<file path="config.mk">
export PLATFORM = sky130hd
export DESIGN_NAME = parallel_printer_handshake_unit
export DESIGN_NICKNAME = d
export VERILOG_FILES = /design/src/pph_pkg.sv /design/src/parallel_printer_handshake_unit.sv
export SDC_FILE = /design/constraint.sdc
export NUM_CORES = 1
export LEC_CHECK = 0
export ABC_AREA = 1
export BUFFER_PORTS_ARGS = -buffer_cell sky130_fd_sc_hd__buf_2
export CELL_PAD_IN_SITES_DETAIL_PLACEMENT = 0
export CELL_PAD_IN_SITES_GLOBAL_PLACEMENT = 1
export CORE_ASPECT_RATIO = 1.2
export CORE_MARGIN = 2
export CORE_UTILIZATION = 44
export CTS_CLUSTER_SIZE = 28
export DETAILED_ROUTE_END_ITERATION = 6
export PLACE_DENSITY = 0.8
export SYNTH_ARGS = -nofsm -noshare
export SYNTH_HDL_FRONTEND = slang
export SYNTH_SLANG_ARGS = --single-unit
</file>
<file path="constraint.sdc">
create_clock -name clk -period 2.2 [get_ports clk]
set_input_delay 0.55 -clock clk [delete_from_list [all_inputs] [get_ports clk]]
set_output_delay 0.55 -clock clk [all_outputs]
set_load 0.005 [all_outputs]
</file>
<file path="src/pph_pkg.sv">
// Package with the transaction types, mode codes and register defaults of the printer port.
package pph_pkg;

    localparam int BUSY_W = 20;
    localparam int ACK_W  = 10;
    localparam int IDLE_W = 8;
    localparam int CFG_W  = BUSY_W;
    localparam int CFG_IDX_W = 2;

    localparam logic [2:0] MODE_DATA    = 3'd0;
    localparam logic [2:0] MODE_STROBE  = 3'd1;
    localparam logic [2:0] MODE_RESET   = 3'd2;
    localparam logic [2:0] MODE_BUSY_RD = 3'd3;
    localparam logic [2:0] MODE_ACK_RD  = 3'd4;
    localparam logic [2:0] MODE_USEC    = 3'd5;
    localparam logic [2:0] MODE_FRAME   = 3'd6;

    localparam logic [CFG_IDX_W-1:0] REG_STROBE_RISING = 2'd0;
    localparam logic [CFG_IDX_W-1:0] REG_BUSY_TICKS    = 2'd1;
    localparam logic [CFG_IDX_W-1:0] REG_ACK_TICKS     = 2'd2;
    localparam logic [CFG_IDX_W-1:0] REG_IDLE_FRAMES   = 2'd3;

    localparam logic [BUSY_W-1:0] BUSY_TICKS_RST  = 20'd10000;
    localparam logic [ACK_W-1:0]  ACK_TICKS_RST   = 10'd10;
    localparam logic [IDLE_W-1:0] IDLE_FRAMES_RST = 8'd60;

    typedef struct packed {
        logic [2:0] mode;
        logic [7:0] data_bits;
        logic [7:0] write_mask;
        logic       line_level;
    } in_item_t;

    typedef struct packed {
        logic       read_bit;
        logic       busy_line;
        logic       ack_line;
        logic [7:0] byte_out;
        logic       byte_valid;
        logic       job_start;
        logic       job_end;
        logic       job_discard;
    } out_item_t;

endpackage

</file>
<file path="src/parallel_printer_handshake_unit.sv">
// Printer side of a parallel port handshake: latch, strobe, busy/ack timers and job tracking.
// A transaction's result is registered in the result register, or in the skid register while the output stalls.
// Throughput: one transaction per cycle while in_stall is low; the state update is a single pass of logic.
// A two-entry output buffer (result register plus skid register) lets input continue
// for one more transaction while the output side stalls; input stalls only while the skid is full.
// Reset: rst_n is asynchronous and active low; all state but the output data registers takes its reset values.
module parallel_printer_handshake_unit
(
    input  logic                                 clk,
    input  logic                                 rst_n,
    input  logic                                 in_valid,
    output logic                                 in_stall,
    input  pph_pkg::in_item_t                    in_data,
    output logic                                 out_valid,
    input  logic                                 out_stall,
    output pph_pkg::out_item_t                   out_data,
    input  logic                                 cfg_write,
    input  logic [pph_pkg::CFG_IDX_W-1:0]        cfg_index,
    input  logic [pph_pkg::CFG_W-1:0]            cfg_data
);

    // Configuration registers.
    logic                        strobe_rising_reg;
    logic [pph_pkg::BUSY_W-1:0]  busy_ticks_reg;
    logic [pph_pkg::ACK_W-1:0]   ack_ticks_reg;
    logic [pph_pkg::IDLE_W-1:0]  idle_frames_reg;

    // Handshake state.
    logic [7:0]                  data_latch_reg,   data_latch_next;
    logic                        data_present_reg, data_present_next;
    logic                        strobe_level_reg, strobe_level_next;
    logic                        reset_level_reg,  reset_level_next;
    logic                        busy_flag_reg,    busy_flag_next;
    logic                        ack_flag_reg,     ack_flag_next;
    logic [pph_pkg::BUSY_W-1:0]  busy_left_reg,    busy_left_next;
    logic [pph_pkg::ACK_W-1:0]   ack_left_reg,     ack_left_next;
    logic [pph_pkg::IDLE_W-1:0]  idle_left_reg,    idle_left_next;
    logic                        job_open_reg,     job_open_next;
    logic [1:0]                  job_bytes_reg,    job_bytes_next;

    // Output buffering.
    logic                        main_valid_reg;
    logic                        skid_valid_reg;
    pph_pkg::out_item_t          main_data_reg;
    pph_pkg::out_item_t          skid_data_reg;
    pph_pkg::out_item_t          result;

    logic in_accept;
    logic out_take;
    logic strobe_edge;

    assign in_stall  = skid_valid_reg;
    assign in_accept = in_valid && !skid_valid_reg;
    assign out_valid = main_valid_reg;
    assign out_data  = main_data_reg;
    assign out_take  = main_valid_reg && !out_stall;

    // Configuration registers; the host must write them only while no transaction is in flight (not enforced).
    always_ff @(posedge clk or negedge rst_n)
    begin
        if (!rst_n)
        begin
            strobe_rising_reg <= 1'b0;
            busy_ticks_reg    <= pph_pkg::BUSY_TICKS_RST;
            ack_ticks_reg     <= pph_pkg::ACK_TICKS_RST;
            idle_frames_reg   <= pph_pkg::IDLE_FRAMES_RST;
        end
        else if (cfg_write)
        begin
            unique case (cfg_index)
                pph_pkg::REG_STROBE_RISING: strobe_rising_reg <= cfg_data[0];
                pph_pkg::REG_BUSY_TICKS:    busy_ticks_reg    <= cfg_data;
                pph_pkg::REG_ACK_TICKS:     ack_ticks_reg     <= cfg_data[pph_pkg::ACK_W-1:0];
                pph_pkg::REG_IDLE_FRAMES:   idle_frames_reg   <= cfg_data[pph_pkg::IDLE_W-1:0];
                default: ;
            endcase
        end
    end

    // One pass over the accepted transaction: next state and the result it produces.
    always_comb
    begin
        data_latch_next   = data_latch_reg;
        data_present_next = data_present_reg;
        strobe_level_next = strobe_level_reg;
        reset_level_next  = reset_level_reg;
        busy_flag_next    = busy_flag_reg;
        ack_flag_next     = ack_flag_reg;
        busy_left_next    = busy_left_reg;
        ack_left_next     = ack_left_reg;
        idle_left_next    = idle_left_reg;
        job_open_next     = job_open_reg;
        job_bytes_next    = job_bytes_reg;
        result            = '0;
        strobe_edge       = strobe_rising_reg ? (!strobe_level_reg && in_data.line_level)
                                              : (strobe_level_reg && !in_data.line_level);

        unique case (in_data.mode)
            pph_pkg::MODE_DATA:
            begin
                data_latch_next   = (data_latch_reg & ~in_data.write_mask)
                                  | (in_data.data_bits & in_data.write_mask);
                data_present_next = 1'b1;
            end
            pph_pkg::MODE_STROBE:
            begin
                strobe_level_next = in_data.line_level;
                if (strobe_edge && data_present_reg)
                begin
                    // The first byte opens a job; the byte count saturates at two.
                    if (!job_open_reg)
                    begin
                        job_open_next    = 1'b1;
                        job_bytes_next   = 2'd1;
                        result.job_start = 1'b1;
                    end
                    else if (job_bytes_reg < 2'd2)
                    begin
                        job_bytes_next = job_bytes_reg + 2'd1;
                    end
                    result.byte_out   = data_latch_reg;
                    result.byte_valid = 1'b1;
                    busy_left_next    = busy_ticks_reg;
                    busy_flag_next    = 1'b1;
                    idle_left_next    = idle_frames_reg;
                end
            end
            pph_pkg::MODE_RESET:
            begin
                if (reset_level_reg && !in_data.line_level)
                begin
                    // A falling reset line closes the job and stops every timer.
                    if (job_open_reg)
                    begin
                        result.job_end     = 1'b1;
                        result.job_discard = (job_bytes_reg < 2'd2);
                    end
                    job_open_next  = 1'b0;
                    job_bytes_next = 2'd0;
                    idle_left_next = '0;
                    busy_flag_next = 1'b0;
                    busy_left_next = '0;
                    ack_left_next  = '0;
                    ack_flag_next  = 1'b1;
                end
                reset_level_next = in_data.line_level;
            end
            pph_pkg::MODE_BUSY_RD:
            begin
                if (busy_flag_reg)
                begin
                    if (ack_ticks_reg != '0)
                    begin
                        ack_left_next = ack_ticks_reg;
                        ack_flag_next = 1'b0;
                    end
                    busy_flag_next  = 1'b0;
                    busy_left_next  = '0;
                    result.read_bit = 1'b1;
                end
            end
            pph_pkg::MODE_ACK_RD:
            begin
                result.read_bit = ack_flag_reg;
            end
            pph_pkg::MODE_USEC:
            begin
                // The ack timer steps first so that a pulse started by busy falling
                // on this same tick keeps its full length.
                if (ack_left_reg != '0)
                begin
                    ack_left_next = ack_left_reg - pph_pkg::ACK_W'(1);
                    if (ack_left_reg == pph_pkg::ACK_W'(1))
                    begin
                        ack_flag_next = 1'b1;
                    end
                end
                if (busy_left_reg != '0)
                begin
                    busy_left_next = busy_left_reg - pph_pkg::BUSY_W'(1);
                    if (busy_left_reg == pph_pkg::BUSY_W'(1))
                    begin
                        if (busy_flag_reg && ack_ticks_reg != '0)
                        begin
                            ack_left_next = ack_ticks_reg;
                            ack_flag_next = 1'b0;
                        end
                        busy_flag_next = 1'b0;
                    end
                end
            end
            pph_pkg::MODE_FRAME:
            begin
                if (idle_left_reg != '0)
                begin
                    idle_left_next = idle_left_reg - pph_pkg::IDLE_W'(1);
                    if (idle_left_reg == pph_pkg::IDLE_W'(1))
                    begin
                        if (job_open_reg)
                        begin
                            result.job_end     = 1'b1;
                            result.job_discard = (job_bytes_reg < 2'd2);
                        end
                        job_open_next  = 1'b0;
                        job_bytes_next = 2'd0;
                    end
                end
            end
            default: ;
        endcase

        result.busy_line = busy_flag_next;
        result.ack_line  = ack_flag_next;
    end

    // State advances only on an accepted transaction.
    always_ff @(posedge clk or negedge rst_n)
    begin
        if (!rst_n)
        begin
            data_latch_reg   <= 8'd0;
            data_present_reg <= 1'b0;
            strobe_level_reg <= 1'b1;
            reset_level_reg  <= 1'b0;
            busy_flag_reg    <= 1'b0;
            ack_flag_reg     <= 1'b1;
            busy_left_reg    <= '0;
            ack_left_reg     <= '0;
            idle_left_reg    <= '0;
            job_open_reg     <= 1'b0;
            job_bytes_reg    <= 2'd0;
        end
        else if (in_accept)
        begin
            data_latch_reg   <= data_latch_next;
            data_present_reg <= data_present_next;
            strobe_level_reg <= strobe_level_next;
            reset_level_reg  <= reset_level_next;
            busy_flag_reg    <= busy_flag_next;
            ack_flag_reg     <= ack_flag_next;
            busy_left_reg    <= busy_left_next;
            ack_left_reg     <= ack_left_next;
            idle_left_reg    <= idle_left_next;
            job_open_reg     <= job_open_next;
            job_bytes_reg    <= job_bytes_next;
        end
    end

    // Output buffer control: the skid entry always drains into the result register first.
    always_ff @(posedge clk or negedge rst_n)
    begin
        if (!rst_n)
        begin
            main_valid_reg <= 1'b0;
            skid_valid_reg <= 1'b0;
        end
        else
        begin
            if (out_take)
            begin
                main_valid_reg <= skid_valid_reg || in_accept;
                skid_valid_reg <= 1'b0;
            end
            else
            begin
                main_valid_reg <= main_valid_reg || in_accept;
                skid_valid_reg <= skid_valid_reg || (in_accept && main_valid_reg);
            end
        end
    end

    always_ff @(posedge clk)
    begin
        if (out_take && skid_valid_reg)
        begin
            main_data_reg <= skid_data_reg;
        end
        else if (in_accept && (!main_valid_reg || out_take))
        begin
            main_data_reg <= result;
        end
        if (in_accept && main_valid_reg && !out_take)
        begin
            skid_data_reg <= result;
        end
    end

`ifndef SYNTHESIS
    a_skid_needs_main: assert property (@(posedge clk) disable iff (!rst_n)
        skid_valid_reg |-> main_valid_reg)
        else $error("skid entry held while result register is empty");

    a_ack_low_timed: assert property (@(posedge clk) disable iff (!rst_n)
        !ack_flag_reg |-> (ack_left_reg != '0))
        else $error("ack is low with its timer stopped");

    a_busy_timer_flag: assert property (@(posedge clk) disable iff (!rst_n)
        (busy_left_reg != '0) |-> busy_flag_reg)
        else $error("busy timer running while busy is low");

    a_closed_job_empty: assert property (@(posedge clk) disable iff (!rst_n)
        !job_open_reg |-> (job_bytes_reg == 2'd0))
        else $error("byte count kept after job closed");

    a_discard_with_end: assert property (@(posedge clk) disable iff (!rst_n)
        (out_valid && out_data.job_discard) |-> out_data.job_end)
        else $error("discard flagged without job end");
`endif

endmodule
</file>
## After elaboration in Yosys (flattened, before gate mapping)

Cells that the tools add are included.

- Output and inout bits: 17
- Input bits: 47
- Bits in registers: 125
- Logic and storage cells: 163

- Order comparisons: 1
- Bitwise logic cells: 4
- Equality and inequality tests: 20
- Muxes and demuxes: 58
- Add/sub/neg operators: 4
- Reduce and logical (&&, ||, !) cells: 43

Operators by type and width:

| kind | number |
|---|---|
| $mux 10 | 9 |
| $mux 20 | 4 |
| $pmux 20 s4 | 1 |
| $mux 15 | 2 |
| $pmux 10 s3 | 1 |
| $mux 8 | 3 |
| $pmux 8 s3 | 1 |
| $mux 1 | 21 |
| $eq 20x1->1 const B | 1 |
| $mux 2 | 10 |
| $reduce_bool 10->1 | 2 |
| $reduce_bool 20->1 | 1 |
| $sub 20x1->20 const B | 1 |
| $and 8x8->8 | 2 |
| $ne 2x2->1 const B | 7 |
| $reduce_and 2->1 | 7 |
| $reduce_and 6->1 | 2 |
| $logic_and 1x1->1 | 11 |
| $eq 10x1->1 const B | 1 |
| $reduce_and 5->1 | 2 |
| $sub 10x1->10 const B | 1 |
| $eq 3x3->1 const B | 3 |
| $eq 8x1->1 const B | 1 |
| $not 8->8 | 1 |
| other kinds (23) | 35 |

## Longest topological paths before layout

- Depth after elaboration: 9
- Mapped depth: 13
- Mapped depth without buffers: 12

## Least setup slack after synthesis

No wires, ideal clock.

- Kind: input-to-reg
- From: in out_stall
- To: reg main_data_reg, in the netlist out_data[0], enable pin
- Slack: 0.446 ns
- Data arrival time: 1.388 ns
- Cell stages on the path: 4
- Buffers on the path: 1
- Data required time: 1.834 ns
- Setup time: 0.366 ns
- Cells stage by stage: nor2_1 -> nand2_1 -> clkbuf_1 -> nand2_1

- Longest elaborated chain between the ends: 5
- Elaborated cells between the ends (all ways): 6
- Those cells by class: reduce/logical: 6

RTL lines:

| element | line | text |
|---|---|---|
| start, declared | parallel_printer_handshake_unit.sv:15 | `input logic out_stall,` |
| $logic_not 1->1 * | parallel_printer_handshake_unit.sv:56 | `assign out_take = main_valid_reg && !out_stall;` |
| $logic_and 1x1->1 * | parallel_printer_handshake_unit.sv:56 |  |
| $logic_or 1x1->1 | parallel_printer_handshake_unit.sv:278 | `else if (in_accept && (!main_valid_reg \|\| out_take))` |
| $logic_and 1x1->1 | parallel_printer_handshake_unit.sv:278 |  |
| $reduce_bool 2->1 (no line) * | n/a |  |
| end signal, assigned | parallel_printer_handshake_unit.sv:276 | `main_data_reg <= skid_data_reg;` |
| end signal, assigned | parallel_printer_handshake_unit.sv:280 | `main_data_reg <= result;` |
| end, declared | parallel_printer_handshake_unit.sv:44 | `pph_pkg::out_item_t main_data_reg;` |

Every way passes the cells marked *; elsewhere a longest branch is shown, timed or not.
A chain may end at the register's enable or synchronous reset.

## Worst setup path after layout

- From: reg busy_left_reg[13] (netlist bit)
- To: reg main_data_reg, in the netlist out_data[13] (data pin)

- Longest elaborated chain between the ends: 6
- Elaborated cells between the ends (all ways): 7
- Those cells by class: eq/ne: 1; mux: 5; reduce/logical: 1

RTL lines:

| element | line | text |
|---|---|---|
| start, declared | parallel_printer_handshake_unit.sv:35 | `logic [pph_pkg::BUSY_W-1:0] busy_left_reg, busy_left_next;` |
| start signal, assigned | parallel_printer_handshake_unit.sv:241 | `busy_left_reg <= busy_left_next;` |
| $eq 20x1->1 | parallel_printer_handshake_unit.sv:181 | `if (busy_left_reg == pph_pkg::BUSY_W'(1))` |
| $mux 1 | parallel_printer_handshake_unit.sv:181 |  |
| $mux 1 * | parallel_printer_handshake_unit.sv:178 | `if (busy_left_reg != '0)` |
| $pmux 1 s4 * | parallel_printer_handshake_unit.sv:98 | `unique case (in_data.mode)` |
| net busy_flag_next | parallel_printer_handshake_unit.sv:33 | `logic busy_flag_reg, busy_flag_next;` |
| $mux 15 * | parallel_printer_handshake_unit.sv:278 |  |
| $mux 15 * | parallel_printer_handshake_unit.sv:274 | `if (out_take && skid_valid_reg)` |

Mark *: on every way through the listed nets, which the timed path passes. The rest lies on a longest branch. The select of a mux whose other input is x is not followed.

==> impl_metrics.prom <==
# TYPE chip_impl_metric gauge
chip_impl_metric{name="grt_antenna_before_repair",unit=""} 0
chip_impl_info{name="post-synth-top-area-cell",value="sky130_fd_sc_hd__dfrtp_1"} 1
chip_impl_metric{name="mappedNetlistArea",unit="sq um"} 6580
chip_impl_metric{name="synth_enable_flop_cells",unit=""} 30
chip_impl_metric{name="max-vdd-ir-drop",unit="uV"} 537
chip_impl_metric{name="ios",unit=""} 64
chip_impl_metric{name="chip_width",unit="um"} 116
chip_impl_metric{name="detailedRoute.firstIterationViolations",unit=""} 474
chip_impl_metric{name="worst_ep_required_time",unit="ns"} 2.37
chip_impl_metric{name="crit_arrival",unit="ns"} 2.14
chip_impl_metric{name="finalHoldViolCount",unit=""} 0
chip_impl_metric{name="count_of_buffers_from_port_buffering",unit=""} 63
chip_impl_metric{name="fp-row-count",unit=""} 49
chip_impl_metric{name="fin_worst_skew",unit="ns"} 0.00578
chip_impl_info{name="clk_root_buffer_cell",value="sky130_fd_sc_hd__clkbuf_16"} 1
chip_impl_metric{name="layout-area-overhead-vs-synth",unit="%"} 20.0
chip_impl_info{name="mostFrequentLayoutCells",value="sky130_fd_sc_hd__nand2_1, sky130_fd_sc_hd__nor2_1, sky130_fd_sc_hd__dfrtp_1"} 1
chip_impl_metric{name="internal_power",unit="mW"} 6.17
chip_impl_metric{name="groute.usage.overall",unit="%"} 20.9
chip_impl_metric{name="cts-htree-levels",unit=""} 4
chip_impl_metric{name="comb_power_share",unit="%"} 30.6
chip_impl_info{name="holdCritPathClass",value="in2async"} 1
chip_impl_metric{name="cts_hold_buffers",unit=""} 0
chip_impl_metric{name="grt_pass1_vias",unit=""} 5540
chip_impl_metric{name="setup_viol_count_final",unit=""} 0
chip_impl_metric{name="cellLeakagePower",unit="nW"} 3.89
chip_impl_metric{name="swShare",unit="%"} 35.9
chip_impl_metric{name="timing.max_slew.rel_slack",unit="%"} 51.0
chip_impl_metric{name="drive_above_1_share",unit="%"} 18.0
chip_impl_info{name="setup.worst_path.start_class",value="flop"} 1
chip_impl_metric{name="gr-usage-met1",unit="%"} 25.7
chip_impl_metric{name="detail_route.wirelength",unit="um"} 15900
chip_impl_metric{name="powerDensity",unit="nW/um^2"} 1220
chip_impl_info{name="run_status",value="finished clean"} 1
chip_impl_info{name="layout.cells.most_common",value="sky130_fd_sc_hd__nand2_1"} 1
chip_impl_metric{name="dp_hpwl",unit="um"} 11700
chip_impl_metric{name="remaining_drc_errors",unit=""} 0
chip_impl_metric{name="clock_pin_slew_reported_for_the_worst_setup_and_hold_paths_after_clock_tree_synthesis",unit="ns"} 0.06
chip_impl_metric{name="via_count",unit=""} 5749
chip_impl_metric{name="sequentialPowerShare",unit="%"} 38.5
chip_impl_metric{name="yosysWarnings",unit=""} 0
chip_impl_info{name="ys_dominant_reg_cell",value="sky130_fd_sc_hd__dfrtp_1"} 1
chip_impl_info{name="critical_setup_path_class",value="reg2reg"} 1
chip_impl_metric{name="synth_top_area_share",unit="%"} 31.2
chip_impl_metric{name="postPlaceCellArea",unit="sq um"} 7240
chip_impl_metric{name="worstMarginPinSlew",unit="ns"} 0.734
chip_impl_metric{name="grt_max_degree",unit=""} 35
chip_impl_metric{name="synth_async_sr_flop_share",unit="%"} 76.0
chip_impl_metric{name="total_switching_power",unit="mW"} 3.46
chip_impl_metric{name="fin_tns_setup",unit="ns"} 0
chip_impl_metric{name="antennaDiodeCount",unit=""} 0
chip_impl_info{name="ys_top_cells_by_area",value="sky130_fd_sc_hd__dfrtp_1, sky130_fd_sc_hd__nand2_1, sky130_fd_sc_hd__edfxtp_1, sky130_fd_sc_hd__o21ai_0, sky130_fd_sc_hd__dfstp_2"} 1
chip_impl_info{name="gr-max-usage-layer",value="met2"} 1
chip_impl_info{name="rsz0062_at_grt",value="false"} 1
chip_impl_metric{name="totalPowerFinal",unit="mW"} 9.63
chip_impl_metric{name="seq_area",unit="sq um"} 3290
chip_impl_info{name="tritoncts",value="built"} 1
chip_impl_metric{name="antenna_violating_nets_remaining",unit=""} 0
chip_impl_metric{name="layout_min_cycle_time",unit="ns"} 1.97
chip_impl_metric{name="design.final.nets",unit=""} 986
chip_impl_metric{name="finish.instance_area",unit="sq um"} 7900
chip_impl_metric{name="vias_per_cell",unit=""} 5.01
chip_impl_metric{name="clock_power_share",unit="%"} 30.9
chip_impl_metric{name="min_period_over_period",unit="%"} 89.4
chip_impl_metric{name="cts.sinks",unit=""} 125
chip_impl_metric{name="timing.final.max_slew_violations",unit=""} 0
chip_impl_metric{name="critPathMaxFanout",unit=""} 7
chip_impl_metric{name="final_setup_margin",unit="ns"} 0.234
chip_impl_metric{name="multi_input_area",unit="sq um"} 2860
chip_impl_metric{name="global_route.usage.met3",unit="%"} 3.81
chip_impl_metric{name="postSynthNetCount",unit=""} 901
chip_impl_metric{name="synth_seq_area_share",unit="%"} 50.0
chip_impl_metric{name="die_y",unit="um"} 138
chip_impl_metric{name="cts_max_path_buffers",unit=""} 2
chip_impl_metric{name="synth.lib_cells_used.distinct",unit=""} 41
chip_impl_metric{name="gp_congestion",unit=""} 0.833
chip_impl_metric{name="initial_core_utilization",unit="%"} 44.4
chip_impl_metric{name="synth.ff_latch_count",unit=""} 125
chip_impl_metric{name="fin_util",unit="%"} 53.3
chip_impl_metric{name="die_area",unit="sq um"} 16000
chip_impl_metric{name="clk-insertion-delay-late",unit="ns"} 0.42
chip_impl_metric{name="core",unit="sq um"} 14800
chip_impl_metric{name="netlist_instances",unit=""} 846
chip_impl_metric{name="route.detailed.wl_per_inst",unit="um"} 13.9
chip_impl_metric{name="grt_overflow_total",unit=""} 0
chip_impl_metric{name="drt_pre_antenna_iters",unit=""} 5
chip_impl_metric{name="max-cap-violations",unit=""} 0
chip_impl_metric{name="grt_first_pass_wirelength",unit="um"} 26400
chip_impl_metric{name="pre_cts_ws",unit="ns"} 0.152
chip_impl_metric{name="grt_util_met2",unit="%"} 35.3
chip_impl_metric{name="nFillCells",unit=""} 1456
chip_impl_metric{name="numCtsBuffers",unit=""} 17
chip_impl_metric{name="max_freq",unit="GHz"} 0.509
chip_impl_info{name="cp-end-kind",value="flop"} 1
chip_impl_metric{name="avgSynthCellArea",unit="sq um"} 7.78
## final cells by class
class	instances	share of cell area [%]
flip-flops and latches	125	41.7
multi-input cells	609	36.1
repair buffers	88	6.71
clock buffers	18	5.56
inverters	90	4.27
well taps	204	3.23
clock inverters	14	2.42
## routing by layer
metal  routed length (um)  vias up
met1                 6830     2677
li1                     -     2895
met4                  453        0
met3                  602       35
met2                 8020      142
met5                    0        -
## timing repair
action | 4_1_cts | 5_1_grt
gates resized for setup | 0 | 2
buffers inserted | 0 | 4
endpoints found under the setup margin | 0 | 4
## synthesized netlist by cell type (5+ instances only)
master                     count
sky130_fd_sc_hd__nor2_2        6
sky130_fd_sc_hd__ha_1          8
sky130_fd_sc_hd__inv_2         7
sky130_fd_sc_hd__xor2_1        7
sky130_fd_sc_hd__nor2_1       89
sky130_fd_sc_hd__nand3b_1      7
sky130_fd_sc_hd__clkbuf_1     14
sky130_fd_sc_hd__buf_2         5
sky130_fd_sc_hd__dfstp_2      13
sky130_fd_sc_hd__nand2_1     282
sky130_fd_sc_hd__o21ai_1       6
sky130_fd_sc_hd__mux2_2       10
sky130_fd_sc_hd__inv_1        81
sky130_fd_sc_hd__or2_2         5
sky130_fd_sc_hd__edfxtp_1     30
sky130_fd_sc_hd__a21oi_1      33
sky130_fd_sc_hd__nand3_1      54
sky130_fd_sc_hd__o21ai_0      69
sky130_fd_sc_hd__dfrtp_1      82
## worst max-delay path, cell delays in order (launching register included)
cell and delay, ns:
sky130_fd_sc_hd__dfrtp_1 0.44, sky130_fd_sc_hd__nor2_1 0.12, sky130_fd_sc_hd__nand2_1 0.12, sky130_fd_sc_hd__nor2_2 0.21, sky130_fd_sc_hd__nand2_1 0.16, sky130_fd_sc_hd__nor2_4 0.25
sky130_fd_sc_hd__nor2_1 0.07, sky130_fd_sc_hd__o21bai_1 0.13, sky130_fd_sc_hd__nand2_1 0.11, sky130_fd_sc_hd__nand2_1 0.08, sky130_fd_sc_hd__nand2_1 0.04
## metrics by stage
stage,hold slack [ns],cells
after global routing,0.121,1148
final,0.107,1148
after CTS,0.108,1144
after detailed placement,0.477,1112
after global placement,0.453,1112
after floorplan,0.254,846
## power groups by stage
stage               Combinational, mW  Sequential (mW)  Clock [mW]
finish                           2.94             3.71        2.98
floorplan                        2.12             3.58           0
global route                     3.42             3.81        3.15
global placement                 2.87             3.71           0
CTS                              2.96             3.70        3.03
detailed placement               2.94             3.73           0
## worst paths after layout
kind,from,slack [ns],cells past startpoint,endpoint
setup / recovery,busy_left_reg[13],0.23,10,out_data[13]
hold / removal,rst_n,0.11,1,busy_ticks_reg[5]
setup reg to reg,busy_left_reg[13],0.23,10,out_data[13]
hold reg to reg,data_present_reg,0.48,1,data_present_reg
max in group asynchronous,rst_n,1.44,2,idle_frames_reg[2]
min in group clk,cfg_data[17],0.36,2,busy_ticks_reg[17]
## kinds of logic after synthesis
logic type	count (synthesis)	synth area share (%)
AOI/OAI and AO/OA	123	9.98
xor gates and xnor gates	7	0.931
DFF	125	50.0
adders and majority gates	8	1.52
muxes	10	1.71
buffers and inverters	112	6.71
and+or+nand+nor	461	29.1
(Power assumes the default switching activity.)
